**src/rtl/command_line_tokenizer_unit_assert.svh**
```systemverilog
// ============================================================================
// Assertion macros for the command line tokenizer
// Immediate-style wrappers around clocked concurrent assertions.
// ============================================================================
`ifndef COMMAND_LINE_TOKENIZER_UNIT_ASSERT_SVH
`define COMMAND_LINE_TOKENIZER_UNIT_ASSERT_SVH

// Same-cycle implication, disabled while reset is asserted.
`define CLTOK_ASSERT_SAME(label, clk, rst_n, ante, cons, msg) \
    label: assert property (@(posedge clk) disable iff (!rst_n) (ante) |-> (cons)) \
        else $error(msg);

// Next-cycle implication, disabled while reset is asserted.
`define CLTOK_ASSERT_NEXT(label, clk, rst_n, ante, cons, msg) \
    label: assert property (@(posedge clk) disable iff (!rst_n) (ante) |=> (cons)) \
        else $error(msg);

`endif

```
**src/rtl/cltok_pkg.sv**
```systemverilog
// ============================================================================
// Command line tokenizer package
// Shared constants, character codes and the action descriptor type.
// ============================================================================
package cltok_pkg;

    localparam int MAX_RUN     = 32;
    localparam int RUN_W       = $clog2(MAX_RUN + 1);
    // The queue pointers wrap naturally, so the depth is a power of two.
    localparam int QUEUE_DEPTH = 4;
    localparam int QPTR_W      = $clog2(QUEUE_DEPTH);
    localparam int QCNT_W      = $clog2(QUEUE_DEPTH + 1);

    localparam logic [7:0] CH_BSLASH = 8'h5C;
    localparam logic [7:0] CH_QUOTE  = 8'h22;
    localparam logic [7:0] CH_LBRACE = 8'h7B;
    localparam logic [7:0] CH_RBRACE = 8'h7D;
    localparam logic [7:0] CH_COMMA  = 8'h2C;
    localparam logic [7:0] CH_TAB    = 8'h09;
    localparam logic [7:0] CH_SPACE  = 8'h20;

    typedef enum logic [1:0] {
        MODE_PLAIN  = 2'd0,
        MODE_QUOTED = 2'd1,
        MODE_FORMAT = 2'd2
    } t_mode;

    // Everything one input character produces, in output order:
    // overflow flag, leading backslashes, two bytes, token end,
    // trailing backslashes, flushed held byte, final token end.
    typedef struct packed {
        logic             ovf;
        logic [RUN_W-1:0] nsl;
        logic             sl_after;
        logic             b0v;
        logic [7:0]       b0;
        logic             b1v;
        logic [7:0]       b1;
        logic             te0;
        logic             b2v;
        logic [7:0]       b2;
        logic             te1;
    } t_desc;

    typedef struct packed {
        logic full;
        logic empty;
    } t_q_stat;

endpackage

```
**src/rtl/cltok_if.sv**
```systemverilog
// ============================================================================
// Command line tokenizer channels
// Valid/ready channels for input characters and token results.
// ============================================================================
interface cltok_in_if;
    logic       valid;
    logic       ready;
    logic [7:0] in_byte;
    logic       end_of_command;

    modport source (output valid, in_byte, end_of_command, input ready);
    modport sink   (input valid, in_byte, end_of_command, output ready);
endinterface

interface cltok_out_if;
    logic       valid;
    logic       ready;
    logic [7:0] out_byte;
    logic       byte_valid;
    logic       token_end;
    logic       run_overflow;
    logic       last_of_run;

    modport source (output valid, out_byte, byte_valid, token_end, run_overflow,
                    last_of_run, input ready);
    modport sink   (input valid, out_byte, byte_valid, token_end, run_overflow,
                    last_of_run, output ready);
endinterface

```
**src/rtl/cltok_front.sv**
```systemverilog
// ============================================================================
// Command line tokenizer front end
// Accepts one character per cycle while the queue is not full, tracks the
// parse state and turns it into an action descriptor for the back end.
// ============================================================================
module cltok_front (
    input  logic              i_clk,
    input  logic              i_rst_n,
    cltok_in_if.sink          i_in,
    input  cltok_pkg::t_q_stat i_q_stat,
    output logic              o_push,
    output cltok_pkg::t_desc  o_desc
);
    import cltok_pkg::*;

    typedef struct packed {
        t_mode            mode;
        logic [RUN_W-1:0] run;
        logic             held_v;
        logic [7:0]       held;
        logic             ftd;
        t_desc            desc;
    } t_work;

    t_mode            r_mode, n_mode;
    logic [RUN_W-1:0] r_run, n_run;
    logic             r_held_v, n_held_v;
    logic [7:0]       r_held, n_held;
    logic             r_ftd, n_ftd;
    t_work            w;
    logic             accept;
    logic             nonempty;

    function automatic t_work f_put(t_work a, logic [7:0] b);
        t_work r;
        r = a;
        if (!r.desc.b0v) begin
            r.desc.b0v = 1'b1;
            r.desc.b0  = b;
        end else begin
            r.desc.b1v = 1'b1;
            r.desc.b1  = b;
        end
        return r;
    endfunction

    function automatic t_work f_close(t_work a);
        t_work r;
        r = a;
        r.desc.te0 = 1'b1;
        r.ftd      = 1'b1;
        return r;
    endfunction

    function automatic t_work f_fresh_plain(t_work a, logic [7:0] c);
        t_work r;
        r = a;
        case (c) inside
            CH_TAB, CH_SPACE: begin
                if (!r.ftd) r = f_close(r);
            end
            CH_COMMA:  r = f_close(r);
            CH_BSLASH: r.run = RUN_W'(1);
            CH_QUOTE:  r.mode = MODE_QUOTED;
            default:   r = f_put(r, c);
        endcase
        return r;
    endfunction

    function automatic t_work f_fresh_quoted(t_work a, logic [7:0] c);
        t_work r;
        r = a;
        case (c) inside
            CH_BSLASH: r.run = RUN_W'(1);
            CH_QUOTE:  r.mode = MODE_PLAIN;
            CH_LBRACE: begin
                r.mode = MODE_FORMAT;
                r = f_put(r, c);
            end
            default:   r = f_put(r, c);
        endcase
        return r;
    endfunction

    function automatic t_work f_fresh_format(t_work a, logic [7:0] c);
        t_work r;
        r = a;
        if (c == CH_RBRACE || c == CH_BSLASH) begin
            r.held_v = 1'b1;
            r.held   = c;
        end else begin
            r = f_put(r, c);
        end
        return r;
    endfunction

    function automatic t_work f_fresh(t_work a, logic [7:0] c);
        t_work r;
        unique case (a.mode)
            MODE_QUOTED: r = f_fresh_quoted(a, c);
            MODE_FORMAT: r = f_fresh_format(a, c);
            default:     r = f_fresh_plain(a, c);
        endcase
        return r;
    endfunction

    // A backslash run closed by a non-backslash character in plain mode.
    function automatic t_work f_run_plain(t_work a, logic [RUN_W-1:0] n, logic [7:0] c);
        t_work r;
        r = a;
        if (c == CH_QUOTE) begin
            r.desc.nsl = n >> 1;
            if (n[0]) r = f_put(r, c);
            else      r.mode = MODE_QUOTED;
        end else begin
            r.desc.nsl = {n[RUN_W-1:1], 1'b0};
            if (!n[0]) begin
                r = f_fresh_plain(r, c);
            end else if (c == CH_SPACE || c == CH_TAB) begin
                r = f_put(r, CH_SPACE);
            end else if (c == CH_COMMA) begin
                r = f_put(r, c);
            end else begin
                r = f_put(r, CH_BSLASH);
                r = f_put(r, c);
            end
        end
        return r;
    endfunction

    function automatic t_work f_run_quoted(t_work a, logic [RUN_W-1:0] n, logic [7:0] c);
        t_work r;
        r = a;
        if (c == CH_LBRACE) begin
            r.desc.nsl = n >> 1;
            r = f_put(r, c);
            if (!n[0]) r.mode = MODE_FORMAT;
        end else if (c == CH_QUOTE) begin
            r.desc.nsl = n >> 1;
            if (n[0]) r = f_put(r, c);
            else      r.mode = MODE_PLAIN;
        end else begin
            r.desc.nsl = n;
            r = f_fresh_quoted(r, c);
        end
        return r;
    endfunction

    function automatic t_work f_take(t_work a, logic [7:0] c);
        t_work            r;
        logic [7:0]       h;
        logic [RUN_W-1:0] n;
        r = a;
        h = a.held;
        n = a.run;
        if (a.held_v) begin
            r.held_v = 1'b0;
            r.held   = '0;
            if (h == CH_RBRACE) begin
                r = f_put(r, h);
                if (c == CH_RBRACE) begin
                    r = f_put(r, c);
                end else begin
                    r.mode = MODE_QUOTED;
                    r = f_fresh_quoted(r, c);
                end
            end else if (c == CH_QUOTE || c == CH_BSLASH) begin
                r = f_put(r, c);
            end else begin
                r = f_put(r, h);
                r = f_fresh_format(r, c);
            end
        end else if (a.run != '0) begin
            if (c == CH_BSLASH) begin
                // Past the maximum the run saturates and only the flag goes out.
                if (a.run < RUN_W'(MAX_RUN)) r.run = a.run + RUN_W'(1);
                else                         r.desc.ovf = 1'b1;
            end else begin
                r.run = '0;
                if (a.mode == MODE_QUOTED) r = f_run_quoted(r, n, c);
                else                       r = f_run_plain(r, n, c);
            end
        end else begin
            r = f_fresh(r, c);
        end
        return r;
    endfunction

    always_comb begin
        w.mode   = r_mode;
        w.run    = r_run;
        w.held_v = r_held_v;
        w.held   = r_held;
        w.ftd    = r_ftd;
        w.desc   = '0;
        w = f_take(w, i_in.in_byte);
        if (i_in.end_of_command) begin
            // Flush whatever is pending, close the token and start over.
            if (w.run != '0) begin
                w.desc.nsl      = w.run;
                w.desc.sl_after = 1'b1;
            end
            if (w.held_v) begin
                w.desc.b2v = 1'b1;
                w.desc.b2  = w.held;
            end
            w.desc.te1 = 1'b1;
            w.mode     = MODE_PLAIN;
            w.run      = '0;
            w.held_v   = 1'b0;
            w.held     = '0;
            w.ftd      = 1'b0;
        end
        n_mode   = w.mode;
        n_run    = w.run;
        n_held_v = w.held_v;
        n_held   = w.held;
        n_ftd    = w.ftd;
    end

    assign i_in.ready = !i_q_stat.full;
    assign accept     = i_in.valid && i_in.ready;
    assign nonempty   = w.desc.ovf || (w.desc.nsl != '0) || w.desc.b0v || w.desc.b1v ||
                        w.desc.te0 || w.desc.b2v || w.desc.te1;
    assign o_push     = accept && nonempty;
    assign o_desc     = w.desc;

    always_ff @(posedge i_clk) begin
        if (!i_rst_n) begin
            r_mode   <= MODE_PLAIN;
            r_run    <= '0;
            r_held_v <= 1'b0;
            r_held   <= '0;
            r_ftd    <= 1'b0;
        end else if (accept) begin
            r_mode   <= n_mode;
            r_run    <= n_run;
            r_held_v <= n_held_v;
            r_held   <= n_held;
            r_ftd    <= n_ftd;
        end
    end

endmodule

```
**src/rtl/cltok_queue.sv**
```systemverilog
// ============================================================================
// Command line tokenizer descriptor queue
// Short FIFO of action descriptors between the front and back ends.
// ============================================================================
module cltok_queue (
    input  logic               i_clk,
    input  logic               i_rst_n,
    input  logic               i_push,
    input  cltok_pkg::t_desc   i_desc,
    input  logic               i_pop,
    output cltok_pkg::t_desc   o_head,
    output cltok_pkg::t_q_stat o_q_stat
);
    import cltok_pkg::*;

    t_desc             r_mem [QUEUE_DEPTH];
    logic [QPTR_W-1:0] r_wr_ptr;
    logic [QPTR_W-1:0] r_rd_ptr;
    logic [QCNT_W-1:0] r_count, n_count;

    always_comb begin
        case ({i_push, i_pop})
            2'b10:   n_count = r_count + QCNT_W'(1);
            2'b01:   n_count = r_count - QCNT_W'(1);
            default: n_count = r_count;
        endcase
    end

    always_ff @(posedge i_clk) begin
        if (i_push) begin
            r_mem[r_wr_ptr] <= i_desc;
        end
    end

    always_ff @(posedge i_clk) begin
        if (!i_rst_n) begin
            r_wr_ptr <= '0;
            r_rd_ptr <= '0;
            r_count  <= '0;
        end else begin
            if (i_push) r_wr_ptr <= r_wr_ptr + QPTR_W'(1);
            if (i_pop)  r_rd_ptr <= r_rd_ptr + QPTR_W'(1);
            r_count <= n_count;
        end
    end

    assign o_head         = r_mem[r_rd_ptr];
    assign o_q_stat.full  = (r_count == QCNT_W'(QUEUE_DEPTH));
    assign o_q_stat.empty = (r_count == '0);

endmodule

```
**src/rtl/cltok_back.sv**
```systemverilog
// ============================================================================
// Command line tokenizer back end
// Expands each action descriptor into result transactions, one per cycle
// while the receiver keeps up, through a registered output stage.
// ============================================================================
module cltok_back (
    input  logic               i_clk,
    input  logic               i_rst_n,
    input  cltok_pkg::t_desc   i_head,
    input  cltok_pkg::t_q_stat i_q_stat,
    output logic               o_pop,
    cltok_out_if.source        o_out
);
    import cltok_pkg::*;

    typedef struct packed {
        logic [7:0] data;
        logic       data_vld;
        logic       tok_end;
        logic       ovf;
        logic       last;
    } t_res;

    t_desc r_cur, n_cur;
    logic  r_cur_vld, n_cur_vld;
    t_res  r_out;
    logic  r_out_vld;
    t_desc rem;
    t_res  res;
    logic  last;
    logic  adv;
    logic  fire;

    always_comb begin
        rem = r_cur;
        res = '0;
        // Pick the first outstanding part of the descriptor and retire it.
        if (r_cur.ovf) begin
            res.ovf = 1'b1;
            rem.ovf = 1'b0;
        end else if (r_cur.nsl != '0 && !r_cur.sl_after) begin
            res.data_vld = 1'b1;
            res.data     = CH_BSLASH;
            rem.nsl      = r_cur.nsl - RUN_W'(1);
        end else if (r_cur.b0v) begin
            res.data_vld = 1'b1;
            res.data     = r_cur.b0;
            rem.b0v      = 1'b0;
        end else if (r_cur.b1v) begin
            res.data_vld = 1'b1;
            res.data     = r_cur.b1;
            rem.b1v      = 1'b0;
        end else if (r_cur.te0) begin
            res.tok_end = 1'b1;
            rem.te0     = 1'b0;
        end else if (r_cur.nsl != '0) begin
            res.data_vld = 1'b1;
            res.data     = CH_BSLASH;
            rem.nsl      = r_cur.nsl - RUN_W'(1);
        end else if (r_cur.b2v) begin
            res.data_vld = 1'b1;
            res.data     = r_cur.b2;
            rem.b2v      = 1'b0;
        end else begin
            res.tok_end = 1'b1;
            rem.te1     = 1'b0;
        end
        last = !(rem.ovf || rem.b0v || rem.b1v || rem.te0 || rem.b2v || rem.te1) &&
               (rem.nsl == '0);
        res.last = last;

        adv   = !r_out_vld || o_out.ready;
        fire  = r_cur_vld && adv;
        o_pop = !i_q_stat.empty && (!r_cur_vld || (fire && last));

        if (o_pop) begin
            n_cur     = i_head;
            n_cur_vld = 1'b1;
        end else if (fire) begin
            n_cur     = rem;
            n_cur_vld = !last;
        end else begin
            n_cur     = r_cur;
            n_cur_vld = r_cur_vld;
        end
    end

    always_ff @(posedge i_clk) begin
        r_cur <= n_cur;
        if (adv) begin
            r_out <= res;
        end
    end

    always_ff @(posedge i_clk) begin
        if (!i_rst_n) begin
            r_cur_vld <= 1'b0;
            r_out_vld <= 1'b0;
        end else begin
            r_cur_vld <= n_cur_vld;
            if (adv) r_out_vld <= fire;
        end
    end

    assign o_out.valid        = r_out_vld;
    assign o_out.out_byte     = r_out.data;
    assign o_out.byte_valid   = r_out.data_vld;
    assign o_out.token_end    = r_out.tok_end;
    assign o_out.run_overflow = r_out.ovf;
    assign o_out.last_of_run  = r_out.last;

endmodule

```
**src/rtl/command_line_tokenizer_unit.sv**
```systemverilog
// ============================================================================
// Command line tokenizer
// Splits a command string into tokens, honoring quotes, braces and
// backslash runs, and streams token bytes and token-end marks.
// ============================================================================
// Usage: characters enter on i_in (valid/ready), one per transaction, with
// end_of_command set on the last character of a command. Results leave on
// o_out (valid/ready): a token byte, a token end, or a run overflow flag,
// with last_of_run set on the final result that a character produces.
// A character's first result passes the descriptor queue, the current
// descriptor and the output register. Throughput: one character per cycle
// while each yields at most one result and o_out is not stalled; one with
// more results keeps the expander busy until all have gone, the longest case
// being a saturated backslash run flushed at the end of a command. A
// four-entry queue absorbs such bursts; i_in.ready drops only when it is full.
// Reset returns the parser to plain mode and empties the queue and the
// output register. When the receiver stalls, the held result stays on
// o_out and characters keep entering until the queue fills.
module command_line_tokenizer_unit (
    input  logic        i_clk,
    input  logic        i_rst_n,
    cltok_in_if.sink    i_in,
    cltok_out_if.source o_out
);
    import cltok_pkg::*;

    t_desc   w_desc;
    t_desc   w_head;
    logic    w_push;
    logic    w_pop;
    t_q_stat w_q_stat;

    cltok_front u_front (
        .i_clk    (i_clk),
        .i_rst_n  (i_rst_n),
        .i_in     (i_in),
        .i_q_stat (w_q_stat),
        .o_push   (w_push),
        .o_desc   (w_desc)
    );

    cltok_queue u_queue (
        .i_clk    (i_clk),
        .i_rst_n  (i_rst_n),
        .i_push   (w_push),
        .i_desc   (w_desc),
        .i_pop    (w_pop),
        .o_head   (w_head),
        .o_q_stat (w_q_stat)
    );

    cltok_back u_back (
        .i_clk    (i_clk),
        .i_rst_n  (i_rst_n),
        .i_head   (w_head),
        .i_q_stat (w_q_stat),
        .o_pop    (w_pop),
        .o_out    (o_out)
    );

`include "command_line_tokenizer_unit_assert.svh"

    `CLTOK_ASSERT_SAME(a_no_push_full, i_clk, i_rst_n, w_push, !w_q_stat.full, "push into full queue")
    `CLTOK_ASSERT_SAME(a_no_pop_empty, i_clk, i_rst_n, w_pop, !w_q_stat.empty, "pop from empty queue")
    `CLTOK_ASSERT_SAME(a_one_kind, i_clk, i_rst_n, o_out.valid, $onehot({o_out.byte_valid, o_out.token_end, o_out.run_overflow}), "result carries not exactly one kind")
    `CLTOK_ASSERT_NEXT(a_burst_no_gap, i_clk, i_rst_n, o_out.valid && o_out.ready && !o_out.last_of_run, o_out.valid, "gap inside a result burst")

endmodule

```
**src/flat_wrapper.sv**
```systemverilog
// flat-port wrapper written by rule: the top's interface ports become plain ports
module command_line_tokenizer_unit_flat import cltok_pkg::*;
  (i_clk, i_rst_n, i_in_valid, i_in_in_byte, i_in_end_of_command, i_in_ready, o_out_valid, o_out_out_byte, o_out_byte_valid, o_out_token_end, o_out_run_overflow, o_out_last_of_run, o_out_ready);
  cltok_in_if i_in_i ();
  cltok_out_if o_out_i ();
  input  logic i_clk;
  input  logic i_rst_n;
  input wire logic [$bits(i_in_i.valid)-1:0] i_in_valid;
  input wire logic [$bits(i_in_i.in_byte)-1:0] i_in_in_byte;
  input wire logic [$bits(i_in_i.end_of_command)-1:0] i_in_end_of_command;
  output wire logic [$bits(i_in_i.ready)-1:0] i_in_ready;
  output wire logic [$bits(o_out_i.valid)-1:0] o_out_valid;
  output wire logic [$bits(o_out_i.out_byte)-1:0] o_out_out_byte;
  output wire logic [$bits(o_out_i.byte_valid)-1:0] o_out_byte_valid;
  output wire logic [$bits(o_out_i.token_end)-1:0] o_out_token_end;
  output wire logic [$bits(o_out_i.run_overflow)-1:0] o_out_run_overflow;
  output wire logic [$bits(o_out_i.last_of_run)-1:0] o_out_last_of_run;
  input wire logic [$bits(o_out_i.ready)-1:0] o_out_ready;
  assign i_in_i.valid = i_in_valid;
  assign i_in_i.in_byte = i_in_in_byte;
  assign i_in_i.end_of_command = i_in_end_of_command;
  assign i_in_ready = i_in_i.ready;
  assign o_out_valid = o_out_i.valid;
  assign o_out_out_byte = o_out_i.out_byte;
  assign o_out_byte_valid = o_out_i.byte_valid;
  assign o_out_token_end = o_out_i.token_end;
  assign o_out_run_overflow = o_out_i.run_overflow;
  assign o_out_last_of_run = o_out_i.last_of_run;
  assign o_out_i.ready = o_out_ready;
  command_line_tokenizer_unit u_core (.i_clk(i_clk), .i_rst_n(i_rst_n), .i_in(i_in_i), .o_out(o_out_i));
endmodule
```
**config.mk**
```make
export PLATFORM = sky130hd
export DESIGN_NAME = command_line_tokenizer_unit_flat
export DESIGN_NICKNAME = d
export VERILOG_FILES = /design/src/rtl/cltok_pkg.sv /design/src/rtl/cltok_if.sv /design/src/rtl/cltok_front.sv /design/src/rtl/cltok_queue.sv /design/src/rtl/cltok_back.sv /design/src/rtl/command_line_tokenizer_unit.sv /design/src/flat_wrapper.sv
export VERILOG_INCLUDE_DIRS = /design/src /design/src/rtl
export SDC_FILE = /design/constraint.sdc
export NUM_CORES = 1
export LEC_CHECK = 0
export BUFFER_PORTS_ARGS = -buffer_cell sky130_fd_sc_hd__buf_2
export CAP_MARGIN = 10
export CELL_PAD_IN_SITES_DETAIL_PLACEMENT = 1
export CELL_PAD_IN_SITES_GLOBAL_PLACEMENT = 1
export CORE_ASPECT_RATIO = 1.1
export CORE_UTILIZATION = 51
export DETAILED_ROUTE_END_ITERATION = 12
export PLACE_DENSITY_LB_ADDON = 0.1
export SYNTH_ARGS = -nofsm -noshare
export SYNTH_HDL_FRONTEND = slang
export SYNTH_SLANG_ARGS = --single-unit
```
**constraint.sdc**
```tcl
create_clock -name i_clk -period 7 [get_ports i_clk]
set_clock_uncertainty 0.2 [all_clocks]
set_input_delay 1.05 -clock i_clk [delete_from_list [all_inputs] [get_ports i_clk]]
set_output_delay 1.05 -clock i_clk [all_outputs]
set_load 0.05 [all_outputs]
```
# After elaboration in Yosys (flattened, before gate mapping)
# Memory sizes are Yosys's and may differ from the RTL's. A register that Yosys moved wholly into a read port is not among the register bits.
# Cells that the tools add are included.
# W data, S select, Z words.
[totals]
register_bits = 76
latchBits = 0
ram_bits = 148
romBits = 0
elab_cells = 229
n_memories = 1
[memory_table]
columns = ["memory", "depth", "width", "rd", "rd_ports_with_merged_regs", "write_ports", "line_no", "source"]
rows = [
  ["u_core.u_queue.r_mem", 4, 37, 1, 1, 1, "cltok_queue.sv:16", "t_desc r_mem [QUEUE_DEPTH];"],
]
[classes]
addsub = 6
multipliers = 0
div_mod_pow = 0
n_lt_le_gt_ge = 1
n_eq_ne = 30
n_shift = 0
mux = 120
bitwise = 0
n_reduce_logical = 44
[op_table]
columns = ["operator", "count"]
rows = [
  ["$mux W55", 9],
  ["$mux W29", 8],
  ["$mux W9", 24],
  ["$mux W38", 4],
  ["$pmux W55 S2", 1],
  ["$mux W47", 2],
  ["$mux W37", 2],
  ["$mux W6", 12],
  ["$mux W2", 21],
  ["$mux W36", 1],
  ["$eq A8 B7 Y1 const B", 4],
  ["$mux W8", 4],
  ["$ne A5 B5 Y1 const B", 5],
  ["$eq A8 B6 Y1 const B", 3],
  ["$mux W1", 24],
  ["$reduce_bool A6 Y1", 4],
  ["$mux W11", 2],
  ["$mux W10", 2],
  ["$mux W18", 1],
  ["$logic_or A1 B1 Y1", 15],
  ["$mux W7", 2],
  ["$reduce_and A13 Y1", 1],
  ["$ne A3 B3 Y1 const B", 4],
  ["$eq A8 B4 Y1 const B", 1],
  ["25 further kinds", 45],
]

# Logic depth before layout (Yosys ltp)
# Gate-level depths: netlist of the first run.
[depth]
depth_word = 31
mapped_depth = 16
depth_no_buf = 15

# Modules after synthesis
# A second synthesis of the first run with hierarchy kept.
[hier_totals]
cells_unflattened = 800
hier_area_um2 = 10817.9
[by_module_without_submodules]
columns = ["module", "instances", "cells_each", "area_per_inst_um2"]
rows = [
  ["cltok_queue", 1, 239, 5845.6],
  ["cltok_front", 1, 364, 2512.4],
  ["cltok_back", 1, 197, 2459.9],
]

# Least setup slack after synthesis of the first run
# No wires, ideal clock.
[synth_path]
path_kind = "input to register"
start = "input port i_in_in_byte[1]"
end = "memory u_core.u_queue.r_mem[0][0] in the netlist's numbering, enable pin"
setup_time_ps = 485
arrival_ps = 5389
path_slack_ps = 926
path_stages = 7
n_path_buf = 0
path_cell_list = "nor4_1 > o211a_1 > nand2b_1 > a221oi_1 > nand3b_1 > nor3_1 > nor3b_1"
[synth_lines]
columns = ["element", "line_no", "source"]
rows = [
  ["from (decl)", "flat_wrapper.sv:9", "input wire logic [$bits(i_in_i.in_byte)-1:0] i_in_in_byte;"],
  ["to (decl)", "cltok_queue.sv:16", ""],
]

# Worst setup path in the final report of the first run
[layout_path]
start = "register u_core.u_front.r_mode[0]"
end = "register u_core.u_queue.r_count[2]"
[layout_via]
elab_chain_cells = 18
elab_cells_between_ends = 27
classes_between = "eq/ne (4); mux (13); reduce/logical (10)"
[layout_lines]
columns = ["element", "line_no", "source"]
rows = [
  ["from (decl)", "cltok_front.sv:25", "t_mode r_mode, n_mode;"],
  ["from (signal assigned)", "cltok_front.sv:236", "r_mode <= n_mode;"],
  ["$eq A2 B1 Y1", "cltok_front.sv:99, cltok_front.sv:180", ""],
  ["$mux W55", "cltok_front.sv:180", "if (a.mode == MODE_QUOTED) r = f_run_quoted(r, n, c);"],
  ["$mux W6", "cltok_front.sv:174", "if (c == CH_BSLASH) begin"],
  ["$mux W55 (*)", "cltok_front.sv:173", "end else if (a.run != '0) begin"],
  ["$mux W55 (*)", "cltok_front.sv:156", "if (a.held_v) begin"],
  ["$reduce_bool A6 Y1", "cltok_front.sv:199", "if (w.run != '0) begin"],
  ["$mux W7", "cltok_front.sv:199", ""],
  ["$mux W7", "cltok_front.sv:197", "if (i_in.end_of_command) begin"],
  ["$reduce_bool A6 Y1", "cltok_front.sv:223", "assign nonempty = w.desc.ovf || (w.desc.nsl != '0) || w.desc.b0v || w.desc.b1v ||"],
  ["$logic_or A1 B1 Y1 (4 in a row)", "cltok_front.sv:223", ""],
  ["$logic_or A1 B1 Y1", "cltok_front.sv:224", "w.desc.te0 || w.desc.b2v || w.desc.te1;"],
  ["$logic_or A1 B1 Y1 (*)", "cltok_front.sv:224", ""],
  ["$logic_and A1 B1 Y1 (*)", "cltok_front.sv:225", "assign o_push = accept && nonempty;"],
  ["$eq A2 B1 Y1 / $eq A2 B2 Y1 (equally long branches)", "cltok_queue.sv:22", "case ({i_push, i_pop})"],
  ["$pmux W3 S2 / $reduce_bool A2 Y1 (equally long branches)", "--", ""],
  ["to (signal assigned)", "cltok_queue.sv:43", "r_count <= n_count;"],
  ["to (decl)", "cltok_queue.sv:19", "logic [QCNT_W-1:0] r_count, n_count;"],
]
# Mark *: on every way between the ends. The rest lies on a longest branch, timed or not. The select of a mux whose other input is x is not followed.
# A chain may end at the register's enable or synchronous reset.

==> impl_metrics.env, run 1 <==
export IMPL_rsz0062_at_grt="no"
export IMPL_drt_initial_drc_count=405
export IMPL_cts_buffer_depth=3
export IMPL_max_cap_viol_count=0
export IMPL_crit_type="register to register"
export IMPL_fill_cells=2050
export IMPL_dpl_instance_area_um2=11000
export IMPL_slowest_stage="or4b_1"
export IMPL_synth_distinct_cells=79
export IMPL_antenna_found_initial=0
export IMPL_routed_wirelength_um=27400
export IMPL_cts_hold_buf=0
export IMPL_synth_largest_area_cell="edfxtp_1"
export IMPL_dr_pass1_iters=5
export IMPL_synth_cells=811
export IMPL_synth_xor_area_frac=0.00577
export IMPL_synth_edf_count=197
export IMPL_synth_compound_area_frac=0.107
export IMPL_async_flop_share=0
export IMPL_cts_tree="done"
export IMPL_yosysMostFrequentCell="edfxtp_1"
export IMPL_final_nets=851
export IMPL_fp_dieW_um=140
export IMPL_numCtsBuffers=24
export IMPL_cts_setup_buffers=0
export IMPL_ys_warn_count=0
export IMPL_max_slew_margin=0.346
export IMPL_syn_nets=835
export IMPL_power_density_nw_per_um2=376
export IMPL_final_cell_area_um2=11700
export IMPL_avgSynthCellArea_um2=13.1
export IMPL_cp_cell_sequence="ha_1, inv_1, or4b_1, nand2_1, mux2_2, a211o_1, nor3_1, nand2b_1, ha_1, inv_1, fa_1, xor2_1, or3_1, a21boi_0"
export IMPL_boundaryPins=27
export IMPL_end_kind="register"
export IMPL_via_per_inst=6.38
export IMPL_core_rowCount=55
export IMPL_worst_pin_slew_ps=967
export IMPL_start_util=0.518
export IMPL_cpPeakStageDelay_ps=750
export IMPL_hpwlAfterDp_um=18700
export IMPL_synth_simple_gate_area_frac=0.140
export IMPL_clk_pin_slew_ps=60
export IMPL_grt_max_degree=69
export IMPL_ant_nets=0
export IMPL_hold_violations=0
export IMPL_fin_setup_tns_ps=0
export IMPL_dominantRegCellSynth="edfxtp_1"
export IMPL_synth_seq_cells=226
export IMPL_setup_viol=0
export IMPL_drive_above_1_share=0.155
export IMPL_htreeDepth=1
export IMPL_fin_crit_ps=5260
export IMPL_startpoint_type="register"
export IMPL_min_path_type="register to register"
export IMPL_synthTopCellsByCount="197 x edfxtp_1, 72 x nand2_1, 47 x o21ai_0, 38 x clkbuf_1, 37 x mux4_2"
export IMPL_ir_drop_v=0.000198
export IMPL_drc=0
export IMPL_core_region_area_um2=20500
export IMPL_gp_congestion=0.902
export IMPL_cts_root_buf="clkbuf_16"
export IMPL_maxSlewViolCount=0
export IMPL_diodes=0
export IMPL_port_buffers=26
export IMPL_first_global_vias=7392
export IMPL_status="finished, final reports clean"
export IMPL_grt_usage=0.262
export IMPL_leakagePower_nw=4.00
export IMPL_die_h_um=153
export IMPL_max_freq_mhz=190
export IMPL_dieArea_um2=21400
export IMPL_grt_pass1_wl_um=42600
export IMPL_syn_area_um2=10600
export IMPL_num_vias=7025
export IMPL_cts_resized_gates=0
export IMPL_path_max_fanout=15
export IMPL_synth_area_leaders="edfxtp_1 56%, mux4_2 7.8%, dfxtp_1 5.5%"
export IMPL_clkSinkCount=226
export IMPL_synth_top_area_share=0.557
export IMPL_ys_seq_area_frac=0.611
export IMPL_min_period_over_period=0.751
export IMPL_syn_to_final_growth_pct=10.3
export IMPL_worstPathRequired_ps=7230
export IMPL_synthMuxAreaShare=0.0936
export IMPL_synthAdderAreaFrac=0.0137
export IMPL_grt_remaining_overflow=0
export IMPL_clkLatencyLatePin_ps=510
export IMPL_wire_per_inst_um=24.9
export IMPL_worst_ep_arrival_time_ps=5490
export IMPL_synth_top_family_by_area="simple AND/OR/NAND/NOR gates"
[sequential cells by signal, summed over array words and instances, names as in the netlist, 2 cells and up, named ones only]
name and count:
u_core.u_queue.r_wr_ptr 2, u_core.u_front.r_run 6, u_core.u_queue.r_rd_ptr 2, u_core.u_front.r_mode 2, u_core.u_queue.r_mem 148, u_core.u_back.o_out.out_byte 8, u_core.u_back.r_cur 37, u_core.u_queue.r_count 3
u_core.u_front.r_held 8
[layout by cell type (no fill, tap or decap), types with 4 or more instances in the layout]
cell type	n
nand2b_1	7
or2_2	4
inv_1	23
buf_2	26
nor2_1	29
nand3_1	19
a221oi_1	5
ha_1	10
nor3_1	18
nor4_1	10
o32ai_1	4
xnor2_1	6
nor3b_1	6
nand4_1	8
a22oi_1	8
mux2i_1	15
and2_1	35
nor2b_1	20
o21ai_0	47
and3_1	14
nor3b_2	4
a31oi_1	4
buf_4	11
clkbuf_1	6
o211a_1	6
edfxtp_1	197
mux4_2	37
o31ai_1	4
dfxtp_1	28
or3_1	6
clkinv_1	5
a221o_1	5
a21oi_1	32
clkbuf_16	25
o2111ai_1	4
a21boi_0	15
nand2_1	72
[path summary, 6_finish.rpt]
kind         slack, ps                      from                         to  cells past startpoint
max               1740  u_core.u_front.r_mode[0]  u_core.u_queue.r_count[2]                     14
min                290  u_core.u_front.r_held[7]   u_core.u_front.r_held[7]                      2
max reg2reg       1740  u_core.u_front.r_mode[0]  u_core.u_queue.r_count[2]                     14
min reg2reg        290  u_core.u_front.r_held[7]   u_core.u_front.r_held[7]                      2
[metal layers]
layer,GRT usage,part of all wire
met1,0.333,0.41
met3,0.0269,0.040
met2,0.477,0.53
met4,0.0696,0.019
met5,0,0
[cell type report]
class / count / area (µm²) / share of cell area
timing repair buffer: 37 / 213 / 0.0181
tap: 256 / 320 / 0.0273
sequential: 226 / 6500 / 0.554
clock buffer: 34 / 689 / 0.0588
multi-input combinational: 512 / 3850 / 0.328
clock inverter: 10 / 57.6 / 0.00491
inverter: 26 / 97.6 / 0.00832
[cells by family after synthesis]
family | after synthesis
compound gates | 168
xor+xnor | 7
fa+ha+maj | 11
buf+inv | 73
flops | 226
mux | 53
simple gates | 273
[through the flow]
step / power [mW] / setup WS (ps) / util / hold WS, ps / std cells
6_report: 4.41 / 1740 / 0.572 / 294 / 1101
5_1_grt: 4.62 / 1480 / 0.572 / 311 / 1101
4_1_cts: 4.45 / 1710 / 0.572 / 291 / 1101
3_5_place_dp: 3.25 / 1450 / 0.535 / 280 / 1057
3_3_place_gp: 3.17 / 1630 / 0.535 / 261 / 1057
2_1_floorplan: 2.88 / 926 / - / 227 / 811
[power by group]
part	internal [mW]	leakage, nW	switching [mW]
registers	1.84	2.10	0.165
clock network	0.687	0.360	0.504
logic	0.442	1.54	0.769
[worst max-delay path, delay by kind of cell, from the launching register on]
| kind | cells | cell delay, ps |
|---|---|---|
| AO/OA/AOI/OAI | 2 | 510 |
| XOR/XNOR | 1 | 160 |
| adder cells (fa/ha/maj) | 3 | 1160 |
| buffers and inverters | 2 | 280 |
| flip-flops | 1 | 360 |
| multiplexers | 1 | 380 |
| AND/OR/NAND/NOR | 5 | 2130 |
No activity file was read; power rests on OpenSTA's default activity.
==> run 2: changes to the inputs <==
- CORE_UTILIZATION: 51 -> 47
- clock period: 7 -> 4.6 ns (I/O delays scaled with it)
==> impl_metrics.env, run 2 (synthesis results as in run 1) <==
export IMPL_max_cap_viol_count=0
export IMPL_grt_pass1_wl_um=42400
export IMPL_crit_type="register to register"
export IMPL_cts_buffer_depth=3
export IMPL_dp_cells=1119
export IMPL_largest_reg_flops=148
export IMPL_startpoint_type="register"
export IMPL_num_vias=6975
export IMPL_clk_pin_slew_ps=60
export IMPL_cts_tree="done"
export IMPL_drt_initial_drc_count=482
export IMPL_final_nets=873
export IMPL_clkSinkCount=226
export IMPL_cts_root_buf="clkbuf_16"
export IMPL_first_global_vias=7362
export IMPL_port_buffers=26
export IMPL_via_per_inst=6.01
export IMPL_p_seq_frac=0.464
export IMPL_p_comb_frac=0.277
export IMPL_path_max_fanout=5
export IMPL_setup_viol=0
export IMPL_clkLatencyLatePin_ps=510
export IMPL_final_common_cell="edfxtp_1"
export IMPL_numCtsBuffers=23
export IMPL_cp_startpoint="u_core.u_front.r_mode[0]"
export IMPL_cts_resized_gates=0
export IMPL_grt_usage=0.237
export IMPL_hpwlAfterDp_um=19000
export IMPL_drive_above_1_share=0.175
export IMPL_worstPathRequired_ps=4820
export IMPL_htreeDepth=1
export IMPL_hold_violations=0
export IMPL_clkPwrFrac=0.259
export IMPL_switching_power_mw=2.16
export IMPL_start_util=0.481
export IMPL_fin_crit_ps=4220
export IMPL_max_freq_mhz=237
export IMPL_grt_remaining_overflow=0
export IMPL_intPower_mw=4.46
export IMPL_status="finished, final reports clean"
export IMPL_diodes=0
export IMPL_cts_hold_buf=0
export IMPL_core_rowCount=57
export IMPL_final_core_util=0.540
export IMPL_routed_wirelength_um=27000
export IMPL_antenna_found_initial=1
export IMPL_maxSlewViolCount=0
export IMPL_p_sw_frac=0.327
export IMPL_fp_dieW_um=145
export IMPL_post_layout_nonfiller_instances=1160
export IMPL_max_slew_margin=0.358
export IMPL_reg_largest_list="u_core.u_queue.r_mem x148, u_core.u_back.r_cur x37"
export IMPL_final_cell_mix="197 x edfxtp_1, 72 x nand2_1, 47 x o21ai_0, 37 x mux4_2, 35 x and2_1"
export IMPL_ir_drop_v=0.000302
export IMPL_power_density_nw_per_um2=555
export IMPL_drc=0
export IMPL_worst_ep_arrival_time_ps=4440
export IMPL_end_kind="register"
export IMPL_worst_pin_slew_ps=950
export IMPL_min_period_over_period=0.917
export IMPL_reg2reg_slack_ps=380
export IMPL_ant_nets=0
export IMPL_cts_setup_buffers=0
export IMPL_hp_start="u_core.u_front.r_held[7]"
export IMPL_leakagePower_nw=4.10
export IMPL_r2r_start="u_core.u_front.r_mode[0]"
export IMPL_core_region_area_um2=22100
export IMPL_grt_max_degree=70
export IMPL_largest_register="u_core.u_queue.r_mem"
export IMPL_syn_to_final_growth_pct=12.3
export IMPL_wire_per_inst_um=23.3
export IMPL_rsz0062_at_grt="no"
export IMPL_boundaryPins=27
export IMPL_dr_pass1_iters=5
export IMPL_gp_congestion=0.976
export IMPL_die_h_um=160
export IMPL_dieArea_um2=23200
export IMPL_min_path_type="register to register"
[run 2: cell count changes in the layout (fill, tap and decap cells not counted)]
cell | before | now
clkinv_1 | 5 | 6
clkbuf_16 | 25 | 23
clkinvlp_4 | 2 | 1
buf_12 | 0 | 4
buf_4 | 11 | 30
clkbuf_8 | 3 | 2
clkbuf_1 | 6 | 5
inv_6 | 1 | 2
[run 2: worst paths after layout]
| path | to | cells past startpoint |
|---|---|---|
| setup / recovery | u_core.u_queue.r_count[2] | 14 |
| hold / removal | u_core.u_front.r_held[7] | 2 |
| setup reg to reg | u_core.u_queue.r_count[2] | 14 |
| hold reg to reg | u_core.u_front.r_held[7] | 2 |
[run 2: per-stage QoR]
step	TNS (ps)	power, mW	cell area, µm²	setup slack [ps]	hold WS [ps]
CTS	0	6.69	11900	381	297
finish	0	6.62	11900	381	296
floorplan	-164930	4.38	10600	-1110	227
global route	0	6.95	11900	250	321
detailed placement	0	4.97	11300	64.7	274
global placement	0	4.87	11300	155	256
[run 2: routing by layer]
metal	up-vias	share of wire	GRT usage
met4	0	0.018	0.0617
met3	42	0.041	0.0246
met2	190	0.51	0.423
met1	3524	0.43	0.309
met5	-	0	0
li1	3219	-	-
[run 2: area by class of cell]
cell class / count / area [µm²]
fillers: 2233 / 10200
flip-flops and latches: 226 / 6500
multi-input cells: 512 / 3850
clock buffers: 30 / 622
repair buffers: 60 / 435
well taps: 295 / 369
inverters: 26 / 97.6
clock inverters: 11 / 62.6
[run 2: power groups by stage]
stage               combinational, mW  clock (mW)  sequential, mW
global route                     2.01        1.82            3.12
CTS                              1.86        1.76            3.08
floorplan                        1.25           0            3.13
global placement                 1.79           0            3.08
detailed placement               1.85           0            3.12
finish                           1.83        1.72            3.07
[run 2: critical path, cell delays in order (launching register included)]
cell and delay, ps:
dfxtp_1 360, ha_1 180, inv_1 110, or4b_1 580, nand2_1 180, mux2_2 370, a211o_1 360, nor3_1 290
nand2b_1 160, ha_1 180, inv_1 70, fa_1 440, xor2_1 160, or3_1 300, a21boi_0 190
==> run 3: changes to the inputs <==
- CORE_UTILIZATION: 47 -> 30
- PLACE_DENSITY: unset -> 0.63
- PLACE_DENSITY_LB_ADDON: 0.1 -> unset
==> impl_metrics.env, run 3 (synthesis results as in run 1) <==
export IMPL_drive_above_1_share=0.186
export IMPL_cts_buffer_depth=3
export IMPL_busiest_layer="met2"
export IMPL_worstReg2RegEnd="u_core.u_queue.r_count[2]"
export IMPL_cp_num_cells=15
export IMPL_core_rowCount=71
export IMPL_gp_congestion=0.869
export IMPL_final_nets=875
export IMPL_grt_remaining_overflow=0
export IMPL_hold_violations=0
export IMPL_dpl_instance_area_um2=11400
export IMPL_r2r_start="u_core.u_front.r_mode[1]"
export IMPL_met3_usage=0.0177
export IMPL_min_path_cells=2
export IMPL_p_sw_frac=0.316
export IMPL_numCtsBuffers=26
export IMPL_largest_register="u_core.u_queue.r_mem"
export IMPL_routed_wirelength_um=26500
export IMPL_p_total_mw=7.08
export IMPL_switching_power_mw=2.23
export IMPL_antenna_found_initial=0
export IMPL_cts_setup_buffers=0
export IMPL_syn_to_final_growth_pct=16.2
export IMPL_leakagePower_nw=4.21
export IMPL_drc=0
export IMPL_crit_top_cell="inv_1"
export IMPL_fill_cells=3645
export IMPL_rsz0062_at_grt="no"
export IMPL_core_region_area_um2=34600
export IMPL_reg_largest_list="u_core.u_queue.r_mem x148, u_core.u_back.r_cur x37"
export IMPL_die_h_um=199
export IMPL_boundaryPins=27
export IMPL_maxSlewViolCount=0
export IMPL_final_core_util=0.357
export IMPL_worstPathRequired_ps=4840
export IMPL_min_period_over_period=0.901
export IMPL_worst_ep_arrival_time_ps=4390
export IMPL_dr_pass1_iters=4
export IMPL_max_freq_mhz=241
export IMPL_fp_dieW_um=181
export IMPL_holdWs_ps=286
export IMPL_largest_reg_flops=148
export IMPL_p_seq_frac=0.433
export IMPL_cp_cell_sequence="inv_1, ha_1, inv_1, or4b_1, nand2_1, mux2_2, a211o_1, nor3_1, nand2b_1, ha_1, inv_1, fa_1, xor2_1, or3_1, a21boi_0"
export IMPL_wire_per_inst_um=20.2
export IMPL_start_util=0.308
export IMPL_status="finished, final reports clean"
export IMPL_worst_pin_slew_ps=918
export IMPL_end_kind="register"
export IMPL_grt_usage=0.148
export IMPL_port_buffers=26
export IMPL_final_cell_mix="197 x edfxtp_1, 72 x nand2_1, 47 x o21ai_0, 37 x mux4_2, 35 x and2_1"
export IMPL_grt_pass1_wl_um=41800
export IMPL_p_comb_frac=0.258
export IMPL_cts_tree="done"
export IMPL_clkLatencyLatePin_ps=530
export IMPL_reg2reg_depth=15
export IMPL_ir_drop_v=0.000222
export IMPL_critPathCapture="u_core.u_queue.r_count[2]"
export IMPL_via_per_inst=5.22
export IMPL_dieArea_um2=36200
export IMPL_first_global_vias=7232
export IMPL_path_max_fanout=5
export IMPL_setup_viol=0
export IMPL_grt_util_met1=0.197
export IMPL_intPower_mw=4.84
export IMPL_clk_pin_slew_ps=70
export IMPL_htreeDepth=1
export IMPL_clkSinkCount=226
export IMPL_multi_input_area_um2=3850
export IMPL_min_path_type="register to register"
export IMPL_ant_nets=0
export IMPL_cts_resized_gates=0
export IMPL_cpLargestDelayFamily="simple AND/OR/NAND/NOR gates"
export IMPL_drt_initial_drc_count=347
export IMPL_power_density_nw_per_um2=573
export IMPL_max_cap_viol_count=0
export IMPL_crit_type="register to register"
export IMPL_slowest_stage="or4b_1"
export IMPL_grt_max_degree=70
export IMPL_num_vias=6841
export IMPL_reg2reg_slack_ps=460
export IMPL_fin_crit_ps=4140
export IMPL_cp_startpoint="u_core.u_front.r_mode[1]"
export IMPL_crit_buf_inv=3
export IMPL_clkPwrFrac=0.309
export IMPL_max_slew_margin=0.379
export IMPL_hpwlAfterDp_um=17900
export IMPL_grt_util_met2=0.252
export IMPL_cts_root_buf="clkbuf_16"
export IMPL_final_common_cell="edfxtp_1"
export IMPL_cts_hold_buf=0
export IMPL_final_cell_area_um2=12400
export IMPL_seq_area_um2=6500
export IMPL_cpPeakStageDelay_ps=610
export IMPL_startpoint_type="register"
==> run 3: cell types whose count changed in the layout (fill, tap and decap cells not counted), sizes merged <==
cell,previous run,this run
clkinvlp,1,2
buf,60,59
clkbuf,30,31
bufinv,0,4
inv,27,26
diode,0,1
clkinv,9,11
==> run 3: tightest hold or removal path, stage by stage (launching register included) <==
cell and delay, ps:
dfxtp_1 320, nand2_1 60, mux2i_1 60
==> run 3: worst min path at each step <==
stage | slack [ps] | to | start
2_1_floorplan | 230 | u_core.u_front.r_held[1] | u_core.u_front.r_held[1]
3_3_place_gp | 270 | u_core.u_front.r_held[3] | u_core.u_front.r_held[3]
3_5_place_dp | 280 | u_core.u_front.r_mode[0] | u_core.u_front.r_mode[0]
4_1_cts | 290 | u_core.u_front.r_mode[0] | u_core.u_front.r_mode[0]
5_1_grt | 320 | u_core.u_front.r_held[3] | u_core.u_front.r_held[3]
6_report | 290 | u_core.u_front.r_mode[0] | u_core.u_front.r_mode[0]
==> run 3: metal layers <==
metal	up-vias	share of wire
met5	-	0
li1	3224	-
met4	0	0.024
met3	46	0.034
met2	132	0.48
met1	3439	0.46
==> run 3: area by class of cell <==
type | instances | share of cell area
well taps | 438 | 0.0444
multi-input cells | 512 | 0.312
flip-flops and latches | 226 | 0.526
diodes | 1 | 0.000203
inverters | 26 | 0.00790
clock buffers | 31 | 0.0575
repair buffers | 59 | 0.0346
clock inverters | 17 | 0.0174
==> run 3: per-stage QoR <==
stage,instances,setup TNS [ps],setup WS [ps]
2_1_floorplan,811,-164930,-1110
3_3_place_gp,1261,0,185
3_5_place_dp,1261,0,93.3
4_1_cts,1309,0,433
5_1_grt,1309,0,228
6_report,1310,0,456
==> run 3: power by group through the flow <==
stage	Sequential, mW	Combinational (mW)	Clock [mW]
floorplan	3.13	1.25	0
global placement	3.09	1.82	0
detailed placement	3.11	1.85	0
CTS	3.07	1.86	2.24
global route	3.11	2.02	2.30
finish	3.06	1.82	2.19
